--- src/ftwm_pkg.sv ---
// package: shared constants, payload types and handoff struct for the frame time window monitor
`default_nettype none
package ftwm_pkg;
  localparam int WindowDepth = 128;
  localparam int SlotW = (WindowDepth > 1) ? $clog2(WindowDepth) : 1;
  localparam int CountW = $clog2(WindowDepth + 1);
  localparam int SumW = 16 + CountW;
  localparam int RateW = 26;
  localparam logic [RateW-1:0] RateNum = RateW'(65536000);
  localparam int DivW = (SumW > RateW) ? SumW : RateW;
  localparam int DivCntW = $clog2(DivW + 1);

  typedef struct packed {
    logic [15:0] cpu_time;
    logic [15:0] gpu_time;
    logic [15:0] delta_time;
  } in_item_t;

  typedef struct packed {
    logic [15:0] current_cpu;
    logic [15:0] current_gpu;
    logic [15:0] average_cpu;
    logic [15:0] average_gpu;
    logic [15:0] worst_cpu;
    logic [15:0] worst_gpu;
    logic [25:0] current_rate;
    logic [25:0] worst_rate;
    logic        warmup_done;
    logic [31:0] elapsed_time;
    logic [7:0]  sample_count;
  } out_item_t;

  // work handed from front to back
  typedef struct packed {
    logic [15:0]       cpu;
    logic [15:0]       gpu;
    logic [SumW-1:0]   cpu_sum;
    logic [SumW-1:0]   gpu_sum;
    logic [CountW-1:0] count;
    logic [15:0]       peak_cpu;
    logic [15:0]       peak_gpu;
    logic              done;
    logic [31:0]       total;
  } job_t;
endpackage
`default_nettype wire

--- src/ftwm_queue.sv ---
// two-entry queue between the front and back parts
`default_nettype none
module ftwm_queue (
  input  wire logic           clk,
  input  wire logic           rst,
  input  wire logic           wr_valid,
  output logic                wr_ready,
  input  wire ftwm_pkg::job_t wr_data,
  output logic                rd_valid,
  input  wire logic           rd_ready,
  output ftwm_pkg::job_t      rd_data
);
  ftwm_pkg::job_t mem [2];
  logic wptr, rptr;
  logic [1:0] fill;
  logic do_wr, do_rd;

  assign wr_ready = (fill != 2'd2);
  assign rd_valid = (fill != 2'd0);
  assign rd_data = mem[rptr];
  assign do_wr = wr_valid && wr_ready;
  assign do_rd = rd_valid && rd_ready;

  always_ff @(posedge clk) begin
    if (do_wr) mem[wptr] <= wr_data;
  end

  always_ff @(posedge clk) begin
    if (rst) begin
      wptr <= 1'b0;
      rptr <= 1'b0;
      fill <= '0;
    end else begin
      if (do_wr) wptr <= ~wptr;
      if (do_rd) rptr <= ~rptr;
      fill <= fill + {1'b0, do_wr} - {1'b0, do_rd};
    end
  end
endmodule
`default_nettype wire

--- config.mk ---
export PLATFORM = sky130hd
export DESIGN_NAME = ftwm_queue
export DESIGN_NICKNAME = d
export VERILOG_FILES = /design/src/ftwm_pkg.sv /design/src/ftwm_queue.sv
export SDC_FILE = /design/constraint.sdc
export NUM_CORES = 1
export LEC_CHECK = 0
export ABC_AREA = 1
export ABC_CLOCK_PERIOD_IN_PS = 15700
export BUFFER_PORTS_ARGS = -buffer_cell sky130_fd_sc_hd__buf_2
export CAP_MARGIN = 20
export CORE_ASPECT_RATIO = 0.9
export CORE_UTILIZATION = 30
export CTS_CLUSTER_DIAMETER = 150
export DETAILED_ROUTE_END_ITERATION = 8
export PLACE_DENSITY = 0.47
export SLEW_MARGIN = 20
export SYNTH_ARGS = -nofsm -noshare
export SYNTH_HDL_FRONTEND = slang
export SYNTH_SLANG_ARGS = --single-unit
--- constraint.sdc ---
create_clock -name clk -period 15.7 [get_ports clk]
set_input_delay 0.785 -clock clk [delete_from_list [all_inputs] [get_ports clk]]
set_output_delay 0.785 -clock clk [all_outputs]
set_load 0.05 [all_outputs]
==> flow_summary.toml <==
[timing]
setup_viol = 0
timing.fmax_mhz = 271.9
hold_viol_final = 0
holdWs_ns = 0.4645
period_share_pct = 23.43
slew_violations = 0
fin_tns_setup_ns = 0
tightest_slew_ns = 0.9676
clock_skew_ns = 0.01236
rsz0062_at_grt = "false"
fin_crit_ns = 3.678
relSlewSlack_pct = 35.50

[worst_setup_path]
path_cells = "buf_4 -> mux2_2 -> buf_2"
cp_max_fo = 56
slowest_stage = "buf_4"
required_ns = 14.91
path_class = "flop to output pin"
worstSetupEndpointType = "output pin"
arrival_ns = 2.89
start_kind = "flop"
critical_path.max_stage_delay_ns = 0.85

[clock_network]
insertion_delay_ns = 0.51
ctsResizeCount = 0
clock_path_buffers = 3
cts-root-buf = "clkbuf_16"
clkSinkCount = 311
cts.hold.buffers_added = 0
cts_setup_buffers = 0
cts_tree = "built"
cts_inserted_buffers = 35
htreeDepth = 2
path_clk_slew_ns = 0.05

[cells_and_area]
drive_gt1_share_pct = 59.41
layout_common_cells = "311 x buf_2, 306 x edfxtp_1, 83 x mux2_2, 70 x mux2_4, 37 x clkbuf_16"
fill_cells = 3512
regArea_um2 = 9293
final_common_cell = "buf_2"
area_growth_pct = 27.48
multiInputGateArea_um2 = 2107
finalNetCount = 1010

[global_routing]
grt_overflow_total = 0
grt_pass1_vias = 5955
grt_pass1_wl_mm = 35.47
grt_max_degree = 64
grt_use_total_pct = 11.84
antenna_found_initial = 6

[detailed_routing]
wl_per_cell_um = 17.57
ant_nets = 0
num_vias = 5812
drt-total-wl_mm = 23.91
drc = 0
via_per_inst = 4.270
drt_pre_antenna_iters = 6
drtIter0Drc = 200

[yosys]
yosys.area_share.simple_pct = 0.6819
synth_top_family_by_area = "multiplexers"
synthAdderAreaFrac_pct = 0.2165
synthesis.nets = 672
synth_area_um2 = 11560
syn_avg_cell_area_um2 = 22.53
synth_cell_types = 12
seq_area_frac_synth_pct = 80.36
synthCells = 513
synth_xor_area_share_pct = 0
synthMuxAreaShare_pct = 17.18
synth_compound_area_share_pct = 0.08659
ys_ff_latch = 311
synth_warnings = 0

[pwr]
peakVddDrop_v = 0.0001153
powerDensity_nw_per_um2 = 187.2
p_leak_uw = 0.005601

[placed_design]
dp_hpwl_mm = 15.61
gp_congestion = 0.7094
io_buffers = 311

[run]
cap_violations = 0

[min_path]
hp-class = "primary input to flop"

[floorplanning]
core_um2 = 37560
dieHeight_um = 188.2
io_pins = 312
die_area_um2 = 39320
die_x_um = 208.9
initial_utilization_pct = 30.78
row_count = 67

[status]
status = "finished, final reports clean"
[kinds of logic after synthesis]
kind of cell,Yosys count
and+or+nand+nor,20
adders and majority gates,2
buffers and inverters,25
AOI/OAI and AO/OA,2
DFF,311
muxes,153
[sequential cells by signal, indices dropped and copies added, names as in the netlist, named ones only]
signal / cells
fill: 2
mem: 306
rptr: 1
wptr: 1
[path summary, 6_finish.rpt]
kind	cells after the start	endpoint	slack (ns)	start
max reg2reg	6	mem[0][120]	13.10	fill[0]
min reg2reg	2	flop	0.50	rptr
max	3	rd_data[9]	12.02	flop
min	2	fill[0]	0.46	rst
[critical path: cells and delay by family (launching register included)]
kind	cells	cell delay [ns]
buffers and inverters	2	1.06
flip-flops	1	0.84
multiplexers	1	0.42
[layer usage]
metal / vias to the layer above / track usage, % / part of all wire [%]
li1: 2708 / - / -
met1: 2840 / 15.47 / 44
met2: 202 / 17.44 / 44
met3: 52 / 5.467 / 9.4
met4: 10 / 3.648 / 2.1
met5: - / 0 / 0.30
[final cells by class]
cell class | count | area share [%]
Timing Repair Buffer | 318 | 10.92
Clock buffer | 45 | 6.487
Tap cell | 483 | 4.101
Inverter | 8 | 0.2377
Clock inverter | 18 | 0.8830
Multi-Input combinational cell | 177 | 14.30
Antenna cell | 1 | 0.01698
Sequential cell | 311 | 63.06
[cell usage after synthesis (all sizes together)]
cell type  number  share of area (%)
a21oi           2              0.087
buf            17                1.2
dfxtp           5               0.87
edfxtp        306                 79
ha              2               0.22
inv             8               0.26
mux2          153                 17
nand2           8               0.26
nand3           3               0.13
nor2            9               0.29
[per-stage QoR]
step	total power (µW)	util [%]	instance area (µm²)	instances	worst slack [ns]
after floorplan	1845	-	11560	513	7.750
after global placement	2021	36.34	13650	1297	12.48
after detailed placement	2022	36.34	13650	1297	12.46
after CTS	2805	39.23	14730	1360	11.91
after global routing	2871	39.23	14730	1360	11.84
final	2759	39.24	14740	1361	12.02
[power breakdown]
| part | switching (µW) | internal, µW | total (µW) |
|---|---|---|---|
| logic | 643 | 256 | 898 |
| clock network | 306 | 462 | 768 |
| registers | 41.0 | 1050 | 1090 |
| total | 990 | 1770 | 2760 |
Power figures use the tool's default switching activity.
