--- config.mk ---
export PLATFORM = sky130hd
export DESIGN_NAME = ftwm_back
export DESIGN_NICKNAME = d
export VERILOG_FILES = /design/src/ftwm_pkg.sv /design/src/ftwm_div.sv /design/src/ftwm_back.sv
export SDC_FILE = /design/constraint.sdc
export NUM_CORES = 1
export LEC_CHECK = 0
export ABC_AREA = 1
export BUFFER_PORTS_ARGS = -buffer_cell sky130_fd_sc_hd__clkbuf_2
export CAP_MARGIN = 20
export CORE_AREA = 4 4 175 177
export DETAILED_ROUTE_END_ITERATION = 12
export DIE_AREA = 0 0 179 181
export PLACE_DENSITY = 0.75
export SLEW_MARGIN = 30
export SYNTH_ARGS = -nofsm -noshare
export SYNTH_HDL_FRONTEND = slang
export SYNTH_SLANG_ARGS = --single-unit
--- constraint.sdc ---
create_clock -name clk -period 7.75 [get_ports clk]
set_input_delay 0.775 -clock clk [delete_from_list [all_inputs] [get_ports clk]]
set_output_delay 0.775 -clock clk [all_outputs]
set_load 0.1 [all_outputs]
--- src/ftwm_pkg.sv ---
// package: shared constants, payload types and handoff struct for the frame time window monitor
`default_nettype none
package ftwm_pkg;
  localparam int WindowDepth = 128;
  localparam int SlotW = (WindowDepth > 1) ? $clog2(WindowDepth) : 1;
  localparam int CountW = $clog2(WindowDepth + 1);
  localparam int SumW = 16 + CountW;
  localparam int RateW = 26;
  localparam logic [RateW-1:0] RateNum = RateW'(65536000);
  localparam int DivW = (SumW > RateW) ? SumW : RateW;
  localparam int DivCntW = $clog2(DivW + 1);

  typedef struct packed {
    logic [15:0] cpu_time;
    logic [15:0] gpu_time;
    logic [15:0] delta_time;
  } in_item_t;

  typedef struct packed {
    logic [15:0] current_cpu;
    logic [15:0] current_gpu;
    logic [15:0] average_cpu;
    logic [15:0] average_gpu;
    logic [15:0] worst_cpu;
    logic [15:0] worst_gpu;
    logic [25:0] current_rate;
    logic [25:0] worst_rate;
    logic        warmup_done;
    logic [31:0] elapsed_time;
    logic [7:0]  sample_count;
  } out_item_t;

  // work handed from front to back
  typedef struct packed {
    logic [15:0]       cpu;
    logic [15:0]       gpu;
    logic [SumW-1:0]   cpu_sum;
    logic [SumW-1:0]   gpu_sum;
    logic [CountW-1:0] count;
    logic [15:0]       peak_cpu;
    logic [15:0]       peak_gpu;
    logic              done;
    logic [31:0]       total;
  } job_t;
endpackage
`default_nettype wire

--- src/ftwm_div.sv ---
// restoring divider, one quotient bit a cycle
`default_nettype none
module ftwm_div (
  input  wire logic                          clk,
  input  wire logic                          rst,
  input  wire logic                          start,
  input  wire logic [ftwm_pkg::DivW-1:0]     dividend,
  input  wire logic [ftwm_pkg::DivW-1:0]     divisor,
  output logic                               busy,
  output logic [ftwm_pkg::DivW-1:0]          quotient
);
  logic [ftwm_pkg::DivW-1:0] rem, den;
  logic [ftwm_pkg::DivCntW-1:0] cnt;
  logic [ftwm_pkg::DivW:0] trial;

  assign trial = {rem, quotient[ftwm_pkg::DivW-1]} - {1'b0, den};

  always_ff @(posedge clk) begin
    if (rst) begin
      busy <= 1'b0;
      cnt <= '0;
    end else if (start) begin
      busy <= 1'b1;
      cnt <= ftwm_pkg::DivCntW'(ftwm_pkg::DivW);
    end else if (busy) begin
      cnt <= cnt - 1'b1;
      if (cnt == ftwm_pkg::DivCntW'(1)) busy <= 1'b0;
    end
  end

  always_ff @(posedge clk) begin
    if (start) begin
      rem <= '0;
      den <= divisor;
      quotient <= dividend;
    end else if (busy) begin
      if (!trial[ftwm_pkg::DivW]) begin
        rem <= trial[ftwm_pkg::DivW-1:0];
        quotient <= {quotient[ftwm_pkg::DivW-2:0], 1'b1};
      end else begin
        rem <= {rem[ftwm_pkg::DivW-2:0], quotient[ftwm_pkg::DivW-1]};
        quotient <= {quotient[ftwm_pkg::DivW-2:0], 1'b0};
      end
    end
  end
endmodule
`default_nettype wire

--- src/ftwm_back.sv ---
// back part: four divisions through one shared divider, then the result register
`default_nettype none
module ftwm_back (
  input  wire logic                clk,
  input  wire logic                rst,
  input  wire logic                job_valid,
  output logic                     job_ready,
  input  wire ftwm_pkg::job_t      job,
  output logic                     out_valid,
  input  wire logic                out_ready,
  output ftwm_pkg::out_item_t      out_data
);
  typedef enum logic [3:0] {
    B_IDLE = 4'b0001,
    B_KICK = 4'b0010,
    B_WAIT = 4'b0100,
    B_OUT  = 4'b1000
  } bstate_t;

  bstate_t state;
  ftwm_pkg::job_t cur;
  logic [1:0] op;
  logic start, busy;
  logic [ftwm_pkg::DivW-1:0] dvd, dvs, quo;
  logic [15:0] worst;

  assign worst = (cur.peak_cpu > cur.peak_gpu) ? cur.peak_cpu : cur.peak_gpu;
  assign job_ready = (state == B_IDLE);
  assign out_valid = (state == B_OUT);
  assign start = (state == B_KICK);

  always_comb begin
    case (op)
      2'd0: begin
        dvd = ftwm_pkg::DivW'(cur.cpu_sum);
        dvs = ftwm_pkg::DivW'(cur.count);
      end
      2'd1: begin
        dvd = ftwm_pkg::DivW'(cur.gpu_sum);
        dvs = ftwm_pkg::DivW'(cur.count);
      end
      2'd2: begin
        dvd = ftwm_pkg::DivW'(ftwm_pkg::RateNum);
        dvs = ftwm_pkg::DivW'(cur.cpu);
      end
      default: begin
        dvd = ftwm_pkg::DivW'(ftwm_pkg::RateNum);
        dvs = ftwm_pkg::DivW'(worst);
      end
    endcase
  end

  ftwm_div u_div (
    .clk(clk), .rst(rst), .start(start), .dividend(dvd), .divisor(dvs),
    .busy(busy), .quotient(quo)
  );

  always_ff @(posedge clk) begin
    if (rst) begin
      state <= B_IDLE;
      op <= '0;
    end else begin
      unique case (state)
        B_IDLE: if (job_valid) begin
          state <= B_KICK;
          op <= '0;
        end
        B_KICK: state <= B_WAIT;
        B_WAIT: if (!busy) begin
          op <= op + 1'b1;
          state <= (op == 2'd3) ? B_OUT : B_KICK;
        end
        B_OUT: if (out_ready) state <= B_IDLE;
        default: state <= B_IDLE;
      endcase
    end
  end

  always_ff @(posedge clk) begin
    if (state == B_IDLE && job_valid) begin
      cur <= job;
      out_data.current_cpu <= job.cpu;
      out_data.current_gpu <= job.gpu;
      out_data.worst_cpu <= job.peak_cpu;
      out_data.worst_gpu <= job.peak_gpu;
      out_data.warmup_done <= job.done;
      out_data.elapsed_time <= job.total;
      out_data.sample_count <= 8'(job.count);
    end
    if (state == B_WAIT && !busy) begin
      case (op)
        2'd0: out_data.average_cpu <= quo[15:0];
        2'd1: out_data.average_gpu <= quo[15:0];
        2'd2: out_data.current_rate <= (dvs == '0) ? '0 : quo[ftwm_pkg::RateW-1:0];
        default: out_data.worst_rate <= (dvs == '0) ? '0 : quo[ftwm_pkg::RateW-1:0];
      endcase
    end
  end
endmodule
`default_nettype wire

==> metrics.md <==
| Metric | Value |
|---|---|
| Status | complete, no violations |
| Worst Skew | between 20 and 30 ps |
| Yosys top cell area share | between 60% and 70% |
| Seq/Total Area, Yosys | about two thirds |
| Crit Path Category | flop to flop |
| Slew margin rel. | roughly 38% |
| IO buf count | ~350 |
| Full die area | roughly 32000 µm² |
| Fill cells | roughly 2500 |
| DRT iter0 DRCs | 609 |
| Chip width | about 180 µm |
| Dpl hpwl | roughly 25000 µm |
| Required time of the critical path | just under 8000 ps |
| Starting Density | between 40 and 50% |
| CTS tree | built |
| Crit path top cell by count | nand2_2 |
| Vias per cell | between 4 and 5 |
| Setup Fix Bufs, Post-CTS | 0 |
| Crit-path cells | ha_1 -> clkinv_1 -> a32oi_1 -> nand2_2 -> nor2_1 -> nand2_2 -> nor2_8 -> a21oi_1 |
| Largest area contributor in the netlist | edfxtp_1 |
| Average instance area after synthesis | approximately 12 µm² |
| Cell Pwr Density | 333 nW/µm² |
| Setup TNS | 0 ps |
| I/O Pins | between 300 and 400 |
| Final Core Density | 56.5% |
| Layout cells sized above 1 | between 30 and 40% |
| Skew-Pair Late Insertion Delay | a little over 500 ps |
| CTS Sinks | roughly 320 |
| Final nets | ~1700 |
| Total global routing overflow | 0 |
| CP max stage delay | roughly 710 ps |
| Routed len/inst | between 15 and 20 µm |
| Max capacitance violation total | 0 |
| GRT Util Overall | 20.4% |
| Crit path DAT | roughly 3500 ps |
| Final period utilization | between 40% and 50% |
| Clock Pin Slew Worst Setup and Hold Paths | around 60 ps |
| Min Clock Period, post-route | approximately 3300 ps |
| Post-cts sizing count | 0 |
| DRT Pass-1 Iters | 5 |
| Area Overhead vs Synth | 20.1% |
| Num CTS Buffers | 34 |
| RSZ-0062 raised after global routing | no |
| Clock buffer depth | 3 |
| Largest net degree at the start of global routing | slightly above 80 |
| Number of global-route vias before repair | roughly 9300 |
| Slew @ Worst Pin | between 900 and 1000 ps |
| Post-Syn Area | 13700 µm² |
| Final setup fails | 0 |
| Hold_buf cts | 0 |
| Via count | roughly 9400 |
| Fin. Hold Viols | 0 |
| Syn. warnings | 0 |
| Row count | 63 |
| WL final | between 30000 and 40000 µm |
| Syn Nets | 1363 |
| Reg area | ~9100 µm² |
| Global placer's final weighted congestion | 0.917 |
| CP endpoint kind | flop |
| Post-synthesis cell type count | around 50 |
| CTS HTree Levels | 2 |
| Root buf cell | clkbuf_16 |
| Multi-input logic area | 3530 µm² |
| Post-route ant nets | 0 |
| #FFs+latches synth | between 300 and 400 |
| Top cells by area, synth | edfxtp_1, nand2_1, dfxtp_1 |
| Startpoint Class | flop |
| Chip height | 181 µm |
| VDD IR max | roughly 0.24 mV |
| Critical path's top delay family | simple AND/OR/NAND/NOR gates |
| Leakage | roughly 7.1 nW |
| Tightest Hold Check Type | input pin to flop |
| Core box area | 29200 µm² |
| Slew Limit Fails | 0 |
| First-pass GRT wire length | between 50000 and 60000 µm |
| Slowest CP cell | ha_1 |
| CP bufs+invs | 1 |
| DRC | 0 |
| CP Max Fanout | 26 |
| Initial antenna violation count | 3 |
| Fmax | 306 MHz |
| Gate Count Post-Synth | approximately 1200 |
cell type report:
| class | count | share of cell area [%] |
|---|---|---|
| Sequential cell | 317 | 55.3 |
| Clock inverter | 17 | 0.886 |
| Clock buffer | 40 | 5.29 |
| Multi-Input combinational cell | 625 | 21.4 |
| Tap cell | 390 | 2.95 |
| Antenna cell | 3 | 0.0455 |
| Timing Repair Buffer | 358 | 11.0 |
| Inverter | 136 | 3.09 |
cells in the mapped netlist, drive strengths merged:
library cell	instances
edfxtp	279
nand2	228
inv	135
nor2	95
buf	69
a21oi	65
nand3	41
ha	39
dfxtp	38
a31oi	31
o21ai	31
clkbuf	19
o211ai	19
xor2	17
nand3b	10
a32oi	8
nor3	8
nand4	7
xnor2	5
a211oi	3
a21o	3
a21boi	2
nor4	2
o21bai	2
a221oi	1
a31o	1
a41oi	1
clkinv	1
fa	1
nor3b	1
o21a	1
o31ai	1
or2	1
or4	1
per-stage QoR:
step | setup WS [ps] | instances | area [µm²] | hold slack (ps) | total power, mW
detailed placement | 4450 | 1826 | 15500 | 464 | 4.02
finish | 4480 | 1886 | 16500 | 433 | 5.51
global placement | 4630 | 1826 | 15500 | 455 | 3.98
global route | 4190 | 1886 | 16500 | 421 | 5.80
floorplan | 276 | 1166 | 13800 | 445 | 3.72
CTS | 4460 | 1883 | 16500 | 413 | 5.54
power by group:
group	internal (mW)	switching, mW	total [mW]
Clock	0.873	0.636	1.51
Combinational	0.425	1.31	1.73
Sequential	2.13	0.138	2.27
registers in the layout, summed over array words and instances (netlist names):
register,cells
op,2
u_div.busy,1
out_data,133
cur,104
u_div.cnt,5
state,4
u_div.den,16
u_div.rem,26
u_div.quotient,26
kinds of logic (layout without fill, tap and decap cells):
kind of cell               count (synthesis)  count (layout)  share of synthesized area (%)
AOI/OAI and AO/OA                        169             169                           7.93
xor gates and xnor gates                  22              22                           1.40
adders and majority gates                 40              40                           3.69
buffers and inverters                    224             551                           8.05
DFF                                      317             317                           66.5
other                                      0               3                              0
and+or+nand+nor                          394             394                           12.5
placed cells by master, fill, tap and decap left out, types with 8 or more instances in the layout:
cell	n
nand3b_1	10
nand3_1	39
nor2_2	8
inv_1	135
ha_1	38
xor2_1	17
clkbuf_2	347
o211ai_1	19
dfxtp_1	38
nand2_1	220
a31oi_1	31
buf_4	10
a21oi_2	20
o21ai_0	26
nor2_1	84
a21oi_1	45
edfxtp_1	279
clkbuf_16	34
a32oi_1	8
path summary, 6_finish.rpt:
| path | startpoint | endpoint | slack (ps) | cells after the start |
|---|---|---|---|---|
| max | op[0] | out_data[66] | 4480 | 8 |
| min | job[50] | cur[50] | 430 | 1 |
| max reg2reg | op[0] | out_data[66] | 4480 | 8 |
| min reg2reg | u_div.rem[9] | u_div.rem[9] | 470 | 2 |
routing by layer:
layer,GRT usage (%),vias up,part of all wire [%]
li1,-,4585,-
met1,27.1,4414,41
met3,4.21,56,7.0
met4,6.29,0,2.9
met5,0,-,0
met2,34.0,357,49
(Power assumes the default switching activity.)
